`src/design/ttlcc_pkg.sv`:
```
// Package for the track table line crossing counter.
// Holds field widths, stream layouts, operation and register codes and the slot entry type.
// No dependencies.
`default_nettype none

package ttlcc_pkg;

	// Field widths
	localparam int BOX_W      = 12;
	localparam int SLOT_W     = 4;
	localparam int OP_W       = 2;
	localparam int CENTRE_W   = 13;
	localparam int TOL_W      = 8;
	localparam int STAY_W     = 4;
	localparam int LOST_W     = 6;
	localparam int TOTAL_W    = 16;

	// Stream layouts, padded to whole bytes
	localparam int IN_DATA_W  = 56;
	localparam int OUT_DATA_W = 40;

	// Configuration port
	localparam int REG_IDX_W  = 3;
	localparam int CFG_DATA_W = 13;

	// Operation codes
	localparam logic [OP_W-1:0] OP_START  = 2'd0;
	localparam logic [OP_W-1:0] OP_UPDATE = 2'd1;
	localparam logic [OP_W-1:0] OP_LOST   = 2'd2;

	// Register indexes
	localparam logic [REG_IDX_W-1:0] REG_ORIENTATION = 3'd0;
	localparam logic [REG_IDX_W-1:0] REG_AREA_LOW    = 3'd1;
	localparam logic [REG_IDX_W-1:0] REG_LINE_POS    = 3'd2;
	localparam logic [REG_IDX_W-1:0] REG_AREA_HIGH   = 3'd3;
	localparam logic [REG_IDX_W-1:0] REG_STILL_TOL   = 3'd4;
	localparam logic [REG_IDX_W-1:0] REG_STAY_LIMIT  = 3'd5;
	localparam logic [REG_IDX_W-1:0] REG_LOST_LIMIT  = 3'd6;

	// Register reset values
	localparam logic [CENTRE_W-1:0] AREA_LOW_RST  = 13'd0;
	localparam logic [CENTRE_W-1:0] LINE_POS_RST  = 13'd320;
	localparam logic [CENTRE_W-1:0] AREA_HIGH_RST = 13'd640;
	localparam logic [TOL_W-1:0]    STILL_TOL_RST = 8'd1;
	localparam logic [STAY_W-1:0]   STAY_LIM_RST  = 4'd5;
	localparam logic [LOST_W-1:0]   LOST_LIM_RST  = 6'd10;

	// One slot of the track table as kept in memory
	typedef struct packed {
		logic [CENTRE_W-1:0] first_axis;
		logic [CENTRE_W-1:0] prev_x;
		logic [CENTRE_W-1:0] prev_y;
		logic [STAY_W-1:0]   stay_count;
		logic [LOST_W-1:0]   lost_count;
	} entry_t;

endpackage

`default_nettype wire

```
`src/design/ttlcc_ram.sv`:
```
// Generic single-port-write, single-port-read RAM with registered read data.
// Used for the track table; no package dependencies.
`default_nettype none

module ttlcc_ram #(
	parameter int WIDTH = 8,
	parameter int DEPTH = 16
) (
	input  wire logic                                   clk,
	input  wire logic                                   we,
	input  wire logic [(DEPTH > 1 ? $clog2(DEPTH) : 1)-1:0] waddr,
	input  wire logic [WIDTH-1:0]                       wdata,
	input  wire logic                                   re,
	input  wire logic [(DEPTH > 1 ? $clog2(DEPTH) : 1)-1:0] raddr,
	output logic      [WIDTH-1:0]                       rdata
);

	logic [WIDTH-1:0] mem [DEPTH];

	// Write port
	always_ff @(posedge clk) begin
		if (we) begin
			mem[waddr] <= wdata;
		end
	end

	// Registered read port, holds its data between reads
	always_ff @(posedge clk) begin
		if (re) begin
			rdata <= mem[raddr];
		end
	end

endmodule

`default_nettype wire

```
`src/design/track_table_line_crossing_counter.sv`:
```
// Track table line crossing counter, top level.
// Uses ttlcc_pkg and ttlcc_ram.
//
// Usage:
//  - Input stream (s_*): one beat per tracker event. s_tuser carries the operation
//    (start track, tracked box, target lost), s_tdata the slot and the box.
//  - Output stream (m_*): exactly one beat per input beat, in order: closed and
//    crossing flags plus the running negative and positive totals.
//  - Configuration: cfg_wr_en writes cfg_wdata into register cfg_index in the
//    same edge; write only while no beat is in flight.
// Timing:
//  - An item is handled in order: the accept edge reads the slot from the table RAM
//    into its registered read port; the commit edge, held off while an earlier result
//    is still waiting untaken in the output register, evaluates and writes the slot
//    back and loads the output register. The registered RAM read and the
//    read-modify-write interlock on the table mean a new item is accepted only after
//    the previous one has been written back; the result beat is offered once loaded.
//  - A result waiting in the output register does not block the next accept; it
//    blocks only the write-back of the following item until it is taken.
// Reset: the slot active and previous-box flags and both totals clear at once;
//  registers load their defaults; the table RAM needs no clearing pass.
`default_nettype none

module track_table_line_crossing_counter #(
	parameter int TRACK_SLOTS = 16,
	parameter int COORD_BITS  = 12
) (
	input  wire logic                               clk,
	input  wire logic                               arst_n,
	// Input stream
	input  wire logic                               s_tvalid,
	output logic                                    s_tready,
	// s_tdata: slot[3:0], box_x[15:4], box_y[27:16], box_w[39:28], box_h[51:40], zero pad
	input  wire logic [ttlcc_pkg::IN_DATA_W-1:0]    s_tdata,
	// s_tuser: op[1:0]
	input  wire logic [ttlcc_pkg::OP_W-1:0]         s_tuser,
	// Output stream
	output logic                                    m_tvalid,
	input  wire logic                               m_tready,
	// m_tdata: track_closed[0], crossed_negative[1], crossed_positive[2],
	//          negative_total[18:3], positive_total[34:19], zero pad
	output logic      [ttlcc_pkg::OUT_DATA_W-1:0]   m_tdata,
	// Configuration write port
	input  wire logic                               cfg_wr_en,
	input  wire logic [ttlcc_pkg::REG_IDX_W-1:0]    cfg_index,
	input  wire logic [ttlcc_pkg::CFG_DATA_W-1:0]   cfg_wdata
);

	import ttlcc_pkg::*;

	localparam int IDX_W   = (TRACK_SLOTS > 1) ? $clog2(TRACK_SLOTS) : 1;
	localparam int CB      = (COORD_BITS < BOX_W) ? COORD_BITS : BOX_W;
	localparam logic [BOX_W-1:0] COORD_MASK = BOX_W'((32'd1 << CB) - 32'd1);
	localparam int ENTRY_W = $bits(entry_t);

	typedef enum logic {
		ST_IDLE,
		ST_EXEC
	} state_t;

	// Configuration registers
	logic                orient_q;
	logic [CENTRE_W-1:0] area_low_q;
	logic [CENTRE_W-1:0] line_pos_q;
	logic [CENTRE_W-1:0] area_high_q;
	logic [TOL_W-1:0]    still_tol_q;
	logic [STAY_W-1:0]   stay_limit_q;
	logic [LOST_W-1:0]   lost_limit_q;

	// Per-slot flags
	logic [TRACK_SLOTS-1:0] slot_active_q;
	logic [TRACK_SLOTS-1:0] has_prev_q;

	// Stage 1: accepted item while the table read is under way
	logic [OP_W-1:0]     op_s1;
	logic [IDX_W-1:0]    idx_s1;
	logic                in_range_s1;
	logic [CENTRE_W-1:0] cx_s1;
	logic [CENTRE_W-1:0] cy_s1;

	state_t              state_q;
	logic                m_tvalid_q;
	logic                closed_q;
	logic                cross_neg_q;
	logic                cross_pos_q;
	logic [TOTAL_W-1:0]  neg_total_q;
	logic [TOTAL_W-1:0]  pos_total_q;

	// Input field unpacking
	logic [SLOT_W-1:0]       in_slot;
	logic [BOX_W-1:0]        in_x, in_y, in_w, in_h;
	logic [IDX_W+SLOT_W-1:0] slot_wide;
	logic [IDX_W-1:0]        in_idx;
	logic [CENTRE_W-1:0]     in_cx, in_cy;
	logic                    accept;
	logic                    commit;

	assign in_slot   = s_tdata[3:0];
	assign in_x      = s_tdata[15:4];
	assign in_y      = s_tdata[27:16];
	assign in_w      = s_tdata[39:28];
	assign in_h      = s_tdata[51:40];
	assign slot_wide = (IDX_W + SLOT_W)'(in_slot);
	assign in_idx    = slot_wide[IDX_W-1:0];

	// Box centres with truncating halving of the size
	assign in_cx = CENTRE_W'(in_x & COORD_MASK) + CENTRE_W'((in_w & COORD_MASK) >> 1);
	assign in_cy = CENTRE_W'(in_y & COORD_MASK) + CENTRE_W'((in_h & COORD_MASK) >> 1);

	assign s_tready = (state_q == ST_IDLE);
	assign accept   = s_tvalid && s_tready;
	assign commit   = (state_q == ST_EXEC) && (!m_tvalid_q || m_tready);

	// Table memory
	logic [ENTRY_W-1:0] ram_rdata;
	entry_t             rd_entry;
	entry_t             wr_entry;
	logic               ram_we;

	ttlcc_ram #(
		.WIDTH (ENTRY_W),
		.DEPTH (TRACK_SLOTS)
	) u_table (
		.clk   (clk),
		.we    (ram_we),
		.waddr (idx_s1),
		.wdata (wr_entry),
		.re    (accept),
		.raddr (in_idx),
		.rdata (ram_rdata)
	);

	// Evaluate the item against its slot
	logic                active, has_prev;
	logic [CENTRE_W-1:0] prev_axis;
	logic                in_area;
	logic [CENTRE_W-1:0] dx;
	logic                still;
	logic [STAY_W-1:0]   stay_inc;
	logic [LOST_W-1:0]   lost_inc;
	logic                closed, counts, do_write;
	logic                next_active, next_prev;
	logic                cross_neg, cross_pos;

	always_comb begin
		rd_entry    = entry_t'(ram_rdata);
		active      = slot_active_q[idx_s1];
		has_prev    = has_prev_q[idx_s1];
		prev_axis   = orient_q ? rd_entry.prev_y : rd_entry.prev_x;
		in_area     = (prev_axis > area_low_q) && (prev_axis < area_high_q);
		dx          = (cx_s1 > rd_entry.prev_x) ? (cx_s1 - rd_entry.prev_x)
		                                        : (rd_entry.prev_x - cx_s1);
		still       = (dx <= CENTRE_W'(still_tol_q));
		stay_inc    = (rd_entry.stay_count == '1) ? rd_entry.stay_count
		                                          : rd_entry.stay_count + 1'b1;
		lost_inc    = (rd_entry.lost_count == '1) ? rd_entry.lost_count
		                                          : rd_entry.lost_count + 1'b1;
		wr_entry    = rd_entry;
		closed      = 1'b0;
		counts      = 1'b0;
		do_write    = 1'b0;
		next_active = active;
		next_prev   = has_prev;

		if (in_range_s1) begin
			unique case (op_s1)
				OP_START: begin
					do_write            = 1'b1;
					wr_entry.first_axis = orient_q ? cy_s1 : cx_s1;
					wr_entry.stay_count = '0;
					wr_entry.lost_count = '0;
					next_active         = 1'b1;
					next_prev           = 1'b0;
				end
				OP_UPDATE: begin
					if (active) begin
						do_write = 1'b1;
						if (has_prev) begin
							if (in_area) begin
								wr_entry.stay_count = still ? stay_inc : '0;
								if (still && (stay_inc > stay_limit_q)) begin
									closed = 1'b1;
									counts = 1'b1;
								end
							end else begin
								closed = 1'b1;
								counts = 1'b1;
							end
						end
						if (!closed) begin
							wr_entry.prev_x = cx_s1;
							wr_entry.prev_y = cy_s1;
							next_prev       = 1'b1;
						end
					end
				end
				OP_LOST: begin
					if (active) begin
						do_write            = 1'b1;
						wr_entry.lost_count = lost_inc;
						if (lost_inc > lost_limit_q) begin
							closed = 1'b1;
							counts = has_prev;
						end
					end
				end
				default: begin
				end
			endcase
		end

		// Free the slot on closing
		if (closed) begin
			next_active = 1'b0;
			next_prev   = 1'b0;
		end

		cross_neg = closed && counts && (rd_entry.first_axis > line_pos_q)
		            && (prev_axis < line_pos_q);
		cross_pos = closed && counts && (rd_entry.first_axis < line_pos_q)
		            && (prev_axis > line_pos_q);
	end

	assign ram_we = commit && do_write;

	// Configuration registers
	always_ff @(posedge clk or negedge arst_n) begin
		if (!arst_n) begin
			orient_q     <= 1'b0;
			area_low_q   <= AREA_LOW_RST;
			line_pos_q   <= LINE_POS_RST;
			area_high_q  <= AREA_HIGH_RST;
			still_tol_q  <= STILL_TOL_RST;
			stay_limit_q <= STAY_LIM_RST;
			lost_limit_q <= LOST_LIM_RST;
		end else if (cfg_wr_en) begin
			unique case (cfg_index)
				REG_ORIENTATION: orient_q     <= cfg_wdata[0];
				REG_AREA_LOW:    area_low_q   <= cfg_wdata[CENTRE_W-1:0];
				REG_LINE_POS:    line_pos_q   <= cfg_wdata[CENTRE_W-1:0];
				REG_AREA_HIGH:   area_high_q  <= cfg_wdata[CENTRE_W-1:0];
				REG_STILL_TOL:   still_tol_q  <= cfg_wdata[TOL_W-1:0];
				REG_STAY_LIMIT:  stay_limit_q <= cfg_wdata[STAY_W-1:0];
				REG_LOST_LIMIT:  lost_limit_q <= cfg_wdata[LOST_W-1:0];
				default: begin
				end
			endcase
		end
	end

	// Slot flags, updated on write-back
	always_ff @(posedge clk or negedge arst_n) begin
		if (!arst_n) begin
			slot_active_q <= '0;
			has_prev_q    <= '0;
		end else if (commit && in_range_s1) begin
			slot_active_q[idx_s1] <= next_active;
			has_prev_q[idx_s1]    <= next_prev;
		end
	end

	// Capture the accepted item
	always_ff @(posedge clk) begin
		if (accept) begin
			op_s1       <= s_tuser;
			idx_s1      <= in_idx;
			in_range_s1 <= (32'(in_slot) < 32'(TRACK_SLOTS));
			cx_s1       <= in_cx;
			cy_s1       <= in_cy;
		end
	end

	// Sequencer, totals and output register
	always_ff @(posedge clk or negedge arst_n) begin
		if (!arst_n) begin
			state_q     <= ST_IDLE;
			m_tvalid_q  <= 1'b0;
			neg_total_q <= '0;
			pos_total_q <= '0;
			closed_q    <= 1'b0;
			cross_neg_q <= 1'b0;
			cross_pos_q <= 1'b0;
		end else begin
			unique case (state_q)
				ST_IDLE: begin
					if (m_tvalid_q && m_tready) begin
						m_tvalid_q <= 1'b0;
					end
					if (accept) begin
						state_q <= ST_EXEC;
					end
				end
				ST_EXEC: begin
					if (commit) begin
						state_q     <= ST_IDLE;
						m_tvalid_q  <= 1'b1;
						closed_q    <= closed;
						cross_neg_q <= cross_neg;
						cross_pos_q <= cross_pos;
						if (cross_neg && (neg_total_q != '1)) begin
							neg_total_q <= neg_total_q + 1'b1;
						end
						if (cross_pos && (pos_total_q != '1)) begin
							pos_total_q <= pos_total_q + 1'b1;
						end
					end
				end
			endcase
		end
	end

	assign m_tvalid = m_tvalid_q;
	assign m_tdata  = {5'b0, pos_total_q, neg_total_q, cross_pos_q, cross_neg_q, closed_q};

endmodule

`default_nettype wire

```
`config.mk`:
```
export PLATFORM = sky130hd
export DESIGN_NAME = track_table_line_crossing_counter
export DESIGN_NICKNAME = d
export VERILOG_FILES = /design/src/design/ttlcc_pkg.sv /design/src/design/ttlcc_ram.sv /design/src/design/track_table_line_crossing_counter.sv
export SDC_FILE = /design/constraint.sdc
export NUM_CORES = 1
export LEC_CHECK = 0
export BUFFER_PORTS_ARGS = -buffer_cell sky130_fd_sc_hd__buf_2
export CAP_MARGIN = 20
export CORE_ASPECT_RATIO = 2
export CORE_MARGIN = 3
export CORE_UTILIZATION = 46
export CTS_BUF_LIST = sky130_fd_sc_hd__clkbuf_8
export DETAILED_ROUTE_END_ITERATION = 10
export GPL_TIMING_DRIVEN = 0
export PLACE_DENSITY = 0.62
export SETUP_SLACK_MARGIN = 0.3
export SYNTH_ARGS = -nofsm -noshare
export SYNTH_HDL_FRONTEND = slang
export SYNTH_SLANG_ARGS = --single-unit
```
`constraint.sdc`:
```
create_clock -name clk -period 17.9 [get_ports clk]
set_clock_uncertainty 0.2 [all_clocks]
set_input_delay 2.685 -clock clk [delete_from_list [all_inputs] [get_ports clk]]
set_output_delay 2.685 -clock clk [all_outputs]
set_load 0.05 [all_outputs]
```
==> flow_summary.json <==
{
  "htree_levels": 4,
  "synth.area.top_cells": "edfxtp_1, mux4_2, dfrtp_1",
  "multi_input_area_um2": 12500,
  "num_rows": 156,
  "grt_start_max_net_pins": 74,
  "cts_resized": 0,
  "grt_pass1_wl_mm": 161,
  "seq_area_um2": 29200,
  "portBuffers": 108,
  "antenna_found_initial": 1,
  "p_leak_nw": 17.3,
  "dr.pass1.iters": 5,
  "wl_per_cell_um": 27.7,
  "powerDensity_nw_per_um2": 106,
  "tns_ns": 0,
  "holdWs_ns": 0.279,
  "num-nets-final": 2895,
  "async_reset_ff_share_pct": 12.8,
  "cts.sinks": 992,
  "status": "complete, no violations",
  "hold_buffers": 0,
  "grt_overflow": 0,
  "drive_above_1_share_pct": 27.8,
  "cts_tree": "yes",
  "ant_nets": 0,
  "intPower_w": 0.00380,
  "drv_cap": 0,
  "vias": 23300,
  "wl_mm": 110,
  "ys_ff_latch": 992,
  "synth-edff-count": 865,
  "gp_congestion": 0.915,
  "finalSetupViolations": 0,
  "hp-class": "reg2reg",
  "drc_errors": 0,
  "synthCells": 2338,
  "crit_required_ns": 18.32,
  "drt_iter0_drc": 2159,
  "first_global_vias": 24700,
  "numCtsBuffers": 138,
  "cp-end-kind": "flop",
  "clkPwrFrac_pct": 33.0,
  "clkTransAtPathRegs_ns": 0.06,
  "start_kind": "flop",
  "clk_latency_ns": 0.80,
  "core-area_um2": 91000,
  "slew_violations": 0,
  "arrival_ns": 8.44,
  "avgViaCountPerCell": 5.85,
  "synth_top_area_share_pct": 61.3,
  "worstSetupPathType": "reg2reg",
  "die-area_um2": 96000,
  "synthFlopType": "edfxtp_1",
  "crit_fanout": 14,
  "power_switching_share_pct": 26.2,
  "period_needed_ns": 8.02,
  "synth_common_cells": "edfxtp_1, mux4_2, ha_1, dfrtp_1, inv_1",
  "syn_area_per_cell_um2": 18.1,
  "ys_warn_count": 0,
  "grt_util_all_layers_pct": 23.2,
  "hpwlAfterDp_mm": 77.9,
  "tightest_slew_ns": 1.20,
  "final_cells": 3976,
  "slew_headroom_pct": 19.2,
  "die_h_um": 435,
  "synth_top_area_cell": "edfxtp_1",
  "finalHoldViolations": 0,
  "ir_drop_v": 0.0000600,
  "rsz0062_at_grt": "no",
  "syn_to_final_growth_pct": 14.6,
  "synth_cell_type_count": 70,
  "io_pins": 121,
  "die_width_um": 221,
  "initial_core_util_pct": 46.6,
  "cts-root-buf": "clkbuf_8",
  "synthesis.area_um2": 42400,
  "postCtsSetupRepairBufs": 0,
  "cts_buffer_depth": 3,
  "post-route-util_pct": 53.4,
  "dp.cells": 3706,
  "yosysMostFrequentCell": "edfxtp_1",
  "post-route-period-util_pct": 44.8,
  "ys_seq_area_share_pct": 68.8,
  "combPwrFrac_pct": 14.4,
  "fill_cells": 7241,
  "power_frac_seq_pct": 52.6,
  "max_freq_mhz": 125,
  "p_switching_w": 0.00135
}
## critical path, cell delays in order, from the launching register on
cell and delay (ns):
edfxtp_1 0.44, inv_1 0.09, ha_1 0.28, clkbuf_1 0.34, nand3_1 0.20, nor2_1 0.35, and2_1 0.18, a22oi_1 0.06
a21oi_1 0.73, clkbuf_1 0.48, a221oi_1 0.20, xnor2_1 0.17, ha_1 0.32, a2111oi_0 0.44, a21o_1 0.21, a21o_1 0.18
o221ai_1 0.12, a2111oi_0 0.65, a22oi_1 0.43, o21bai_1 0.43, a21boi_2 0.31, buf_2 0.33, mux2i_1 0.39, buf_4 0.27
## final cells by class
cell class / count / area share (%)
sequential: 992 / 60.1
multi-input combinational: 1132 / 25.7
clock buffer: 146 / 4.14
timing repair buffer: 206 / 4.01
tap: 1185 / 3.05
clock inverter: 94 / 1.23
inverter: 115 / 0.889
buffer: 103 / 0.881
antenna: 3 / 0.0155
## sequential cells by signal (all words and copies together) (netlist names), 6 cells and up
name           count
has_prev_q        16
still_tol_q        8
pos_total_q       16
neg_total_q       16
cx_s1             13
area_low_q        13
line_pos_q        13
u_table.rdata     49
slot_active_q     16
lost_limit_q       6
cy_s1             13
area_high_q       13
u_table.mem      784
## cells in the final DEF, fill, tap and decap left out, drive strengths merged, types with 7 or more instances in the layout
master and instances:
mux2 81, mux2i 30, a21o 27, a21boi 15, a211oi 9, ha 124, xor2 30, clkinvlp 7
o21ai 81, a22o 7, bufinv 7, mux4 255, nand4 12, buf 242, dfrtp 118, xnor2 26
clkinv 39, nor3 20, nand3 36, nor4 11, clkbuf 213, nor2b 13, and3 16, nand2 103
nor2 75, edfxtp 865, o21a 11, a21oi 51, dfstp 9, nand2b 13, inv 156
## path summary, 6_finish.rpt
path	from	end	slack, ns	cells after the start
setup / recovery	cx_s1[6]$_DFFE_PP_	u_table.mem[0][27]$_DFFE_PP_	9.88	23
hold / removal	pos_total_q[11]$_DFFE_PN0P_	pos_total_q[11]$_DFFE_PN0P_	0.28	1
setup reg to reg	cx_s1[6]$_DFFE_PP_	u_table.mem[0][27]$_DFFE_PP_	9.88	23
hold reg to reg	pos_total_q[11]$_DFFE_PN0P_	pos_total_q[11]$_DFFE_PN0P_	0.28	1
max in group asynchronous	arst_n	lost_limit_q[1]$_DFFE_PN1P_	15.05	2
min in group asynchronous	arst_n	neg_total_q[14]$_DFFE_PN0P_	1.66	1
## power by group through the flow
stage                     combinational (W)  sequential, W  clock, W
after CTS                          0.000731        0.00271   0.00174
final                              0.000740        0.00271   0.00170
after floorplan                    0.000480        0.00274         0
after detailed placement           0.000729        0.00276         0
after global routing               0.000808        0.00271   0.00183
after global placement             0.000690        0.00276         0
## cell families after synthesis
logic type	count (synthesis)	synth area share, %
flip-flops	992	68.8
multiplexers	366	16.4
AND/OR/NAND/NOR	328	3.93
AO/OA/AOI/OAI	249	3.82
buffers and inverters	218	2.03
adder cells (fa/ha/maj)	128	3.85
XOR/XNOR	56	1.16
other	1	0.00885
## through the flow
| step | worst slack [ns] | instance area (um^2) | power, W |
|---|---|---|---|
| 2_1_floorplan | 10.36 | 42400 | 0.00321 |
| 3_3_place_gp | 4.87 | 44400 | 0.00345 |
| 3_5_place_dp | 9.47 | 45700 | 0.00349 |
| 4_1_cts | 9.44 | 48300 | 0.00518 |
| 5_1_grt | 9.49 | 48600 | 0.00535 |
| 6_report | 9.88 | 48600 | 0.00515 |
## metal layers
metal | global-route usage, % | vias up | wire [um]
li1 | - | 10000 | -
met4 | 10.1 | 0 | 4970
met3 | 3.28 | 264 | 5240
met1 | 26.5 | 12100 | 39000
met2 | 42.9 | 884 | 61000
met5 | 0 | - | 0
No activity file was read; power rests on OpenSTA's default activity.
